--- config.mk ---
export PLATFORM = sky130hd
export DESIGN_NAME = sps_ctrl
export DESIGN_NICKNAME = d
export VERILOG_FILES = /design/src/design/sps_pkg.sv /design/src/design/sps_ctrl.sv
export VERILOG_INCLUDE_DIRS = /design/src /design/src/design
export SDC_FILE = /design/constraint.sdc
export NUM_CORES = 1
export LEC_CHECK = 0
export ABC_CLOCK_PERIOD_IN_PS = 1100
export BUFFER_PORTS_ARGS = -buffer_cell sky130_fd_sc_hd__buf_2
export CORE_AREA = 2 2 39 41
export DETAILED_ROUTE_END_ITERATION = 6
export DIE_AREA = 0 0 41 43
export GPL_ROUTABILITY_DRIVEN = 0
export PLACE_DENSITY = 0.55
export SLEW_MARGIN = 20
export SYNTH_ARGS = -nofsm -noshare
export SYNTH_HDL_FRONTEND = slang
export SYNTH_SLANG_ARGS = --single-unit
--- constraint.sdc ---
create_clock -name clk -period 1.1 [get_ports clk]
set_input_delay 0.22 -clock clk [delete_from_list [all_inputs] [get_ports clk]]
set_output_delay 0.22 -clock clk [all_outputs]
set_load 0.02 [all_outputs]
--- src/design/speech_phrase_segmenter_macros.svh ---
// ----------------------------------------------------------------------------
// Assertion macros for the phrase segmenter
// Concurrent checks on clk, disabled while rst_n is low.
// ----------------------------------------------------------------------------
`ifndef SPEECH_PHRASE_SEGMENTER_MACROS_SVH
`define SPEECH_PHRASE_SEGMENTER_MACROS_SVH
`ifndef NO_ASSERTIONS
`define SPS_ASSERT_IMP(lbl, ante, cons) \
  lbl: assert property (@(posedge clk) disable iff (!rst_n) (ante) |-> (cons)) \
    else $error("assertion failed");
`define SPS_ASSERT_NXT(lbl, ante, cons) \
  lbl: assert property (@(posedge clk) disable iff (!rst_n) (ante) |=> (cons)) \
    else $error("assertion failed");
`else
`define SPS_ASSERT_IMP(lbl, ante, cons)
`define SPS_ASSERT_NXT(lbl, ante, cons)
`endif
`endif

--- src/design/sps_pkg.sv ---
// ----------------------------------------------------------------------------
// sps_pkg
// Types, sizes and codes shared by the phrase segmenter modules.
// ----------------------------------------------------------------------------
package sps_pkg;

  localparam int PHRASE_DEPTH  = 65536;   // power of two
  localparam int PREROLL_DEPTH = 8192;    // power of two
  localparam int PH_AW = $clog2(PHRASE_DEPTH);
  localparam int PH_FW = PH_AW + 1;
  localparam int PR_AW = $clog2(PREROLL_DEPTH);
  localparam int PR_FW = PR_AW + 1;
  localparam int CNT_W = 17;
  localparam int CFG_W = 17;
  localparam int CFG_IW = 3;

  localparam logic [1:0] CMD_AUDIO = 2'd0;
  localparam logic [1:0] CMD_FLUSH = 2'd1;
  localparam logic [1:0] CMD_READ  = 2'd2;

  localparam logic [CFG_IW-1:0] REG_PRE_ROLL  = 3'd0;
  localparam logic [CFG_IW-1:0] REG_PHRASE    = 3'd1;
  localparam logic [CFG_IW-1:0] REG_SIL_END   = 3'd2;
  localparam logic [CFG_IW-1:0] REG_SIL_KEPT  = 3'd3;
  localparam logic [CFG_IW-1:0] REG_SPEECH_MIN = 3'd4;

  localparam logic KIND_READY = 1'b0;
  localparam logic KIND_READ  = 1'b1;

  typedef struct packed {
    logic [1:0]  command;
    logic [7:0]  sample_byte;
    logic        speech_flag;
    logic        chunk_end;
    logic [15:0] read_index;
  } sps_in_t;

  typedef struct packed {
    logic        result_kind;
    logic [16:0] phrase_bytes;
    logic [7:0]  read_byte;
  } sps_out_t;

  typedef struct packed {
    logic item_load;
    logic pre_push;
    logic pre_clear;
    logic copy_start;
    logic copy_run;
    logic append;
    logic close;
    logic rd_issue;
    logic rd_load;
  } sps_cmd_t;

  typedef struct packed {
    logic [1:0] command;
    logic       speech;
    logic       in_phrase;
    logic       copy_done;
    logic       end_hit;
    logic       out_busy;
  } sps_stat_t;

endpackage

--- src/design/sps_ctrl.sv ---
// ----------------------------------------------------------------------------
// sps_ctrl
// Sequencer: takes one beat at a time and steps the datapath through it.
// ----------------------------------------------------------------------------
`include "speech_phrase_segmenter_macros.svh"
module sps_ctrl (
  input  logic              clk,
  input  logic              rst_n,
  input  logic              in_valid,
  output logic              in_stall,
  input  sps_pkg::sps_stat_t stat,
  output sps_pkg::sps_cmd_t  cmd
);
  import sps_pkg::*;

  typedef enum logic [4:0] {
    ST_IDLE  = 5'b00001,
    ST_EXEC  = 5'b00010,
    ST_COPY  = 5'b00100,
    ST_CHECK = 5'b01000,
    ST_READ  = 5'b10000
  } state_t;

  state_t state_r, state_nxt;
  logic accept;

  assign in_stall = (state_r != ST_IDLE) || stat.out_busy;
  assign accept   = in_valid && !in_stall;

  always_comb begin
    state_nxt = state_r;
    cmd = '0;
    cmd.item_load = accept;
    unique case (state_r)
      ST_IDLE: begin
        if (accept) state_nxt = ST_EXEC;
      end
      ST_EXEC: begin
        state_nxt = ST_IDLE;
        case (stat.command)
          CMD_AUDIO: begin
            if (stat.in_phrase) begin
              cmd.append = 1'b1;
              state_nxt = ST_CHECK;
            end else if (stat.speech) begin
              cmd.copy_start = 1'b1;
              state_nxt = ST_COPY;
            end else begin
              cmd.pre_push = 1'b1;
            end
          end
          CMD_FLUSH: begin
            if (stat.in_phrase) cmd.close = 1'b1;
            else cmd.pre_clear = 1'b1;
          end
          CMD_READ: begin
            cmd.rd_issue = 1'b1;
            state_nxt = ST_READ;
          end
          default: state_nxt = ST_IDLE;
        endcase
      end
      ST_COPY: begin
        cmd.copy_run = 1'b1;
        if (stat.copy_done) state_nxt = ST_EXEC;
      end
      ST_CHECK: begin
        cmd.close = stat.end_hit;
        state_nxt = ST_IDLE;
      end
      ST_READ: begin
        cmd.rd_load = 1'b1;
        state_nxt = ST_IDLE;
      end
      default: state_nxt = ST_IDLE;
    endcase
  end

  always_ff @(posedge clk) begin
    if (!rst_n) state_r <= ST_IDLE;
    else state_r <= state_nxt;
  end

  `SPS_ASSERT_NXT(a_accept_exec, accept, state_r == ST_EXEC)
  `SPS_ASSERT_IMP(a_busy_stall, state_r != ST_IDLE, in_stall)
  `SPS_ASSERT_NXT(a_read_out, state_r == ST_READ, stat.out_busy)

endmodule

After elaboration in Yosys (flattened, before gate mapping)

Cells that the tools add are included.

Flip-flop bits (word level): 5
Word-level logic and storage cells: 40
Output and inout bits: 10
Input port bits: 10

Equality and inequality tests: 10
Mux-type cells: 24
Reduce and logical (&&, ||, !) cells: 5

Operators with widths:

| cell                                                   | count |
|---|---|
| 2-to-1 mux 1 bit                                       | 16 |
| 2-to-1 mux 5 bit                                       | 3 |
| case mux 5 bit (3 select lines)                        | 1 |
| case mux 5 bit (2 select lines)                        | 1 |
| 2-to-1 mux 3 bit                                       | 2 |
| == test 5 x 1 -> 1 bit (second input constant)         | 1 |
| == test 5 x 2 -> 1 bit (second input constant)         | 1 |
| == test 5 x 3 -> 1 bit (second input constant)         | 1 |
| == test 5 x 4 -> 1 bit (second input constant)         | 1 |
| == test 5 bit (second input constant)                  | 1 |
| inequality test 5 x 1 -> 1 bit (second input constant) | 1 |
| inequality test 2 bit (second input constant)          | 2 |
| == test 2 x 1 -> 1 bit (second input constant)         | 1 |
| == test 2 bit (second input constant)                  | 1 |
| logical NOT 2 bit                                      | 1 |
| case mux 1 bit (2 select lines)                        | 1 |
| AND reduction 2 bit                                    | 1 |
| logical AND 1 bit                                      | 1 |
| logical NOT 1 bit                                      | 1 |
| logical OR 1 bit                                       | 1 |

Longest topological paths before layout

Gate-level depths: netlist (run 1).

Depth in word-level cells: 6
Depth in mapped cells: 5
Mapped depth without buffers: 4

Worst setup path after synthesis (run 1)

Ideal clock, no wire load.

Kind: register to output
Start point: reg state_r[2]
End point: out cmd[8] (netlist bit)
Buffers on the path: 1
Cell stages (with the launch flop): 6
Data required time: 0.880 ns
Arrival: 1.152 ns
Setup slack: -0.272 ns
Path through: dfxtp_1 nor2_1 nand3_1 or2_1 nor2_1 buf_4

Cells in the longest elaborated chain, start to end: 4

Ends and longest elaborated chain:

| what                           | RTL line       | text |
|---|---|---|
| from (decl)                    | sps_ctrl.sv:24 | `state_t state_r, state_nxt;` |
| from (signal assigned)         | sps_ctrl.sv:81 | `else state_r <= state_nxt;` |
| inequality test 5 x 1 -> 1 bit | sps_ctrl.sv:27 | `assign in_stall = (state_r != ST_IDLE) \|\| stat.out_busy;` |
| logical OR 1 bit               | sps_ctrl.sv:27 |  |
| via in_stall                   | sps_ctrl.sv:10 | `output logic in_stall,` |
| logical NOT 1 bit              | sps_ctrl.sv:28 | `assign accept = in_valid && !in_stall;` |
| logical AND 1 bit              | sps_ctrl.sv:28 |  |
| to (decl)                      | sps_ctrl.sv:12 | `output sps_pkg::sps_cmd_t cmd` |

The timed path passes the listed nets, and every way through them passes these cells.

==> impl_metrics.env, run 1 <==
export IMPL_synth_common_cells="nor2_1, dfxtp_1, nand2b_1, nor3_1"
export IMPL_synth_area_um2=330
export IMPL_cp_data_required_time_ns=0.88
export IMPL_fin_hold_ws_ns=0.247
export IMPL_drive_gt1_frac=0.798
export IMPL_largest_reg_flops=5
export IMPL_antenna_found_initial=0
export IMPL_clock_fmax_mhz=663
export IMPL_drt_wl_total_mm=1.23
export IMPL_detail_route_vias_per_cell=4.77
export IMPL_ys_flop_type="dfxtp_1"
export IMPL_crit_arrival_ns=1.29
export IMPL_cts_tree="done"
export IMPL_remaining_drc_errors=0
export IMPL_synth_edff_count=0
export IMPL_io_pins=20
export IMPL_worstPathMaxFanout=5
export IMPL_layout_nets=95
export IMPL_clock_latency_ns=0.24
export IMPL_place_inst=87
export IMPL_avgSynthCellArea_um2=7.18
export IMPL_ir_drop_mv=1.20
export IMPL_yosysMostFrequentCell="nor2_1"
export IMPL_rrSetupSlack_ns=-0.27
export IMPL_clock_sinks=5
export IMPL_rsz0062_at_grt="yes"
export IMPL_hp_class="input port to flop"
export IMPL_area_growth_pct=140
export IMPL_violations="negative setup slack"
export IMPL_finish_utilization=0.572
export IMPL_max_slew_margin=0.839
export IMPL_clockBufferDepth=2
export IMPL_outcome="finished with violations"
export IMPL_synthArstFlopShare=0
export IMPL_reg2reg_depth=4
export IMPL_wl_per_cell_um=12.3
export IMPL_htree_num_levels=1
export IMPL_drt_iter0_markers=5
export IMPL_fin_crit_sh=1.37
export IMPL_yosysUniqueCellTypes=21
export IMPL_route_vias_total=477
export IMPL_drt_pass1_iter_count=2
export IMPL_grt_usage=0.154
export IMPL_grt_pass1_wl_mm=1.81
export IMPL_setup_worst_path_class="flop to output port"
export IMPL_place_area_um2=529
export IMPL_regMostFlops="state_r"
export IMPL_port_buffers=19
export IMPL_ys_ff_latch=5
export IMPL_reg_top3="state_r (5)"
export IMPL_drv_cap=0
export IMPL_fin_area_um2=792
export IMPL_cp_end_kind="output port"
export IMPL_min_period_ns=1.51
export IMPL_hold_viol=0
export IMPL_start_util=0.239
export IMPL_rr_startpoint="state_r[4]$_SDFFE_PN0P_"
export IMPL_grt_max_degree=8
export IMPL_final_antenna_net_count=0
export IMPL_crit_path_start_kind="flop"
export IMPL_setup_slack_ns=-0.407
export IMPL_die_w_um=41
export IMPL_drv_slew=0
export IMPL_synth_top_cell_area_share=0.303
export IMPL_dieArea_um2=1760
export IMPL_synthCells=46
export IMPL_setup_viol=15
export IMPL_cts_clk_slew_worst_paths_ns=0.04
export IMPL_overflow=0
export IMPL_cts_root_buffer="clkbuf_4"
export IMPL_ys_seq_area_frac=0.303
export IMPL_setup_tns_final_ns=-4.57
export IMPL_synth_nets=56
export IMPL_final_cells=100
export IMPL_rows=14
export IMPL_yosys_top_cells_area="dfxtp_1, nor2_1, nand2b_1"
export IMPL_grt_pass1_vias=437
export IMPL_crit_path_start="state_r[3]$_SDFFE_PN0P_"
export IMPL_cts_buffers=3
export IMPL_max_slew_worst_pin_slew_ns=0.240
export IMPL_antenna_cells=0
export IMPL_r2r_end="state_r[4]$_SDFFE_PN0P_"
export IMPL_die_h_um=43
export IMPL_critPathCapture="cmd[8]"
export IMPL_p_leak_nw=0.357
export IMPL_powerDensity_nw_per_um2=1990
export IMPL_core_area_um2=1380
export IMPL_finalClockSkew_ns=0.00283
export IMPL_yosys_area_top_type="dfxtp_1"
export IMPL_dp_hpwl_um=747
export IMPL_yosysWarnings=0
==> cells in the final DEF (no fill, tap or decap), types with 2 or more instances in the layout <==
| master | count |
|---|---|
| nand4_1 | 2 |
| buf_6 | 11 |
| and2_4 | 2 |
| buf_2 | 9 |
| nor2_2 | 3 |
| nor2_1 | 3 |
| dfxtp_4 | 2 |
| nor2b_1 | 2 |
| or2_4 | 2 |
| nand2b_1 | 2 |
| nand3_2 | 2 |
| buf_4 | 14 |
| nor2_4 | 4 |
| dfxtp_2 | 3 |
| clkbuf_4 | 3 |
==> how the worst min path moves through the flow <==
stage          cells after the start   from                      end
3_3_place_gp                       2  rst_n  state_r[4]$_SDFFE_PN0P_
5_1_grt                            3  rst_n  state_r[3]$_SDFFE_PN0P_
3_5_place_dp                       2  rst_n  state_r[4]$_SDFFE_PN0P_
4_1_cts                            3  rst_n  state_r[3]$_SDFFE_PN0P_
6_report                           3  rst_n  state_r[3]$_SDFFE_PN0P_
2_1_floorplan                      1  rst_n  state_r[4]$_SDFFE_PN0P_
==> per-stage QoR <==
stage	power (mW)	worst slack, ns
after floorplan	0.655	-0.138
after global placement	0.801	-0.184
after detailed placement	0.802	-0.181
after CTS	1.28	-0.392
after global routing	1.66	-0.458
final	1.57	-0.407
==> cell families after synthesis <==
kind of cell | count (synthesis) | share of synthesized area
simple gates | 31 | 0.527
compound gates | 7 | 0.125
flops | 5 | 0.303
buf+inv | 3 | 0.0455
==> layer usage <==
metal  up-vias  track usage  wire [um]
met5         -            0          0
met4         0       0.0400          0
met3         0       0.0524         37
met2         6        0.266        705
met1       234        0.168        487
li1        237            -          -
==> power breakdown <==
group / switching (mW) / leakage (nW) / internal (mW)
registers: 0.0886 / 0.0430 / 0.245
clock network: 0.0701 / 0.0150 / 0.137
logic: 0.438 / 0.299 / 0.595
==> cell type report <==
| class | instances | area (um^2) |
|---|---|---|
| inverters | 2 | 7.51 |
| well taps | 16 | 20.0 |
| clock buffers | 4 | 26.3 |
| flip-flops and latches | 5 | 111 |
| repair buffers | 35 | 294 |
| multi-input cells | 38 | 333 |
| fillers | 125 | 592 |
==> critical path: stages, from the launching register on <==
cell and delay [ns]:
dfxtp_2 0.33, nor2_4 0.15, nand3_2 0.10, or2_4 0.26, nor2_4 0.09, buf_6 0.12
==> what timing repair did <==
item                                    4_1_cts  5_1_grt
endpoints found under the setup margin       15       15
setup buffers                                 6        3
gates resized for setup                      37       10
hold buffers                                  0        0
pin swaps                                    13        6
gates cloned                                  0        0
No activity file was read; power rests on OpenSTA's default activity.
==> inputs of run 2 (changes only) <==
Settings changed: PLACE_DENSITY 0.55 to unset, PLACE_DENSITY_LB_ADDON set to 0.15.
==> impl_metrics.env, run 2 (synthesis results as in run 1) <==
export IMPL_critPathCapture="cmd[5]"
export IMPL_die_h_um=43
export IMPL_multi_input_area_um2=352
export IMPL_clock_fmax_mhz=661
export IMPL_rr_startpoint="state_r[3]$_SDFFE_PN0P_"
export IMPL_switching_share=0.384
export IMPL_cp_buffers_inverters=2
export IMPL_drv_slew=0
export IMPL_wl_per_cell_um=12.5
export IMPL_power_switching_uw=627
export IMPL_clock_sinks=5
export IMPL_grt_pass1_wl_mm=1.95
export IMPL_antenna_cells=0
export IMPL_grt_pass1_vias=494
export IMPL_ir_drop_mv=1.32
export IMPL_clockBufferDepth=2
export IMPL_r2r_end="state_r[2]$_SDFFE_PN0P_"
export IMPL_drv_cap=0
export IMPL_powerDensity_nw_per_um2=1990
export IMPL_antenna_found_initial=0
export IMPL_most_common_layout_cells="buf_6, buf_4, buf_2"
export IMPL_worstPathMaxFanout=5
export IMPL_core_area_um2=1380
export IMPL_largest_reg_flops=5
export IMPL_setup_viol=15
export IMPL_final_cells=101
export IMPL_path_depth=5
export IMPL_grt_busiest_layer="met2"
export IMPL_outcome="finished with violations"
export IMPL_power_total_mw=1.63
export IMPL_slowest_delay_ns=0.33
export IMPL_hp_class="input port to flop"
export IMPL_overflow=0
export IMPL_cts_root_buffer="clkbuf_4"
export IMPL_fill_cells=125
export IMPL_max_slew_margin=0.789
export IMPL_seqCellArea_um2=116
export IMPL_final_antenna_net_count=0
export IMPL_setup_slack_ns=-0.412
export IMPL_rsz0062_at_grt="yes"
export IMPL_port_buffers=19
export IMPL_clock_latency_ns=0.24
export IMPL_gr_usage_met1=0.184
export IMPL_remaining_drc_errors=0
export IMPL_crit_path_start_kind="flop"
export IMPL_violations="negative setup slack"
export IMPL_hold_buffers=0
export IMPL_reg_top3="state_r (5)"
export IMPL_io_pins=20
export IMPL_cts_tree="done"
export IMPL_finalClockSkew_ns=0.00515
export IMPL_crit_path_start="state_r[3]$_SDFFE_PN0P_"
export IMPL_final_common_cell="buf_6"
export IMPL_reg2reg_depth=7
export IMPL_fin_hold_ws_ns=0.272
export IMPL_crit_arrival_ns=1.29
export IMPL_min_period_ns=1.51
export IMPL_drt_iter0_markers=1
export IMPL_area_growth_pct=149
export IMPL_htree_num_levels=1
export IMPL_use_met3=0.0628
export IMPL_start_util=0.239
export IMPL_route_vias_total=471
export IMPL_crit_chain="nor2_4 > and4b_2 > nand3_2 > inv_2 > buf_6"
export IMPL_path_delay_family="simple AND/OR/NAND/NOR gates"
export IMPL_die_w_um=41
export IMPL_grt_max_degree=8
export IMPL_layout_nets=96
export IMPL_drt_wl_total_mm=1.26
export IMPL_dieArea_um2=1760
export IMPL_cts_buffers=3
export IMPL_regMostFlops="state_r"
export IMPL_combPwrFrac=0.666
export IMPL_rows=14
export IMPL_cpMaxStageDelayCell="dfxtp_2"
export IMPL_max_slew_worst_pin_slew_ns=0.316
export IMPL_use_met2=0.272
export IMPL_detail_route_vias_per_cell=4.66
export IMPL_drive_gt1_frac=0.824
export IMPL_rrSetupSlack_ns=-0.32
export IMPL_fin_crit_sh=1.37
export IMPL_cp_end_kind="output port"
export IMPL_p_leak_nw=0.366
export IMPL_place_inst=88
export IMPL_cts_clk_slew_worst_paths_ns=0.05
export IMPL_drt_pass1_iter_count=2
export IMPL_grt_usage=0.160
export IMPL_pwr_share_clk=0.130
export IMPL_hold_viol=0
export IMPL_dp_hpwl_um=709
export IMPL_p_seq_frac=0.204
export IMPL_setup_worst_path_class="flop to output port"
export IMPL_cp_data_required_time_ns=0.88
export IMPL_internal_power_mw=1.01
[run 2: final cells by class]
cell class,instances,area share
repair buffers,36,0.365
multi-input cells,38,0.428
flip-flops and latches,5,0.142
well taps,16,0.0244
clock buffers,4,0.0320
inverters,2,0.00913
[run 2: worst reg2reg max path: stages, from the launching register on]
cell and delay [ns]:
dfxtp_2 0.33, nor2_4 0.15, and4b_2 0.28, nand3_2 0.09, buf_4 0.14, buf_6 0.10
buf_4 0.12, a21oi_2 0.12
[run 2: how the worst min path moves through the flow]
stage	startpoint	end	slack (ns)	cells past startpoint
after global placement	rst_n	state_r[4]$_SDFFE_PN0P_	0.49	2
after CTS	rst_n	state_r[3]$_SDFFE_PN0P_	0.25	3
after detailed placement	rst_n	state_r[4]$_SDFFE_PN0P_	0.48	2
after floorplan	rst_n	state_r[4]$_SDFFE_PN0P_	0.37	1
final	rst_n	state_r[2]$_SDFFE_PN0P_	0.27	3
after global routing	rst_n	state_r[2]$_SDFFE_PN0P_	0.27	3
[run 2: through the flow]
stage,setup slack (ns),TNS [ns],area (um^2),utilization
after floorplan,-0.138,-0.416,369,-
after global placement,-0.179,-1.80,537,0.388
after detailed placement,-0.166,-1.55,537,0.388
after CTS,-0.399,-4.32,748,0.541
after global routing,-0.461,-5.34,822,0.594
final,-0.412,-4.56,822,0.594
[run 2: repair_timing]
action | in CTS | in global routing
endpoints found under the hold margin | 0 | 0
gates resized for setup | 41 | 15
endpoints found under the setup margin | 15 | 15
pin swaps | 18 | 6
buffers inserted | 7 | 3
cloned | 0 | 0
[run 2: metal layers]
layer / vias to the layer above / part of all wire
met4: 0 / 0.017
met3: 2 / 0.042
met5: - / 0
met2: 13 / 0.55
met1: 218 / 0.39
li1: 238 / -
[run 2: power groups by stage]
| stage | Combinational, mW | Clock, mW | Sequential [mW] |
|---|---|---|---|
| finish | 1.09 | 0.212 | 0.333 |
| global route | 1.18 | 0.230 | 0.344 |
| CTS | 0.884 | 0.217 | 0.341 |
| detailed placement | 0.536 | 0 | 0.306 |
| global placement | 0.549 | 0 | 0.305 |
| floorplan | 0.362 | 0 | 0.293 |
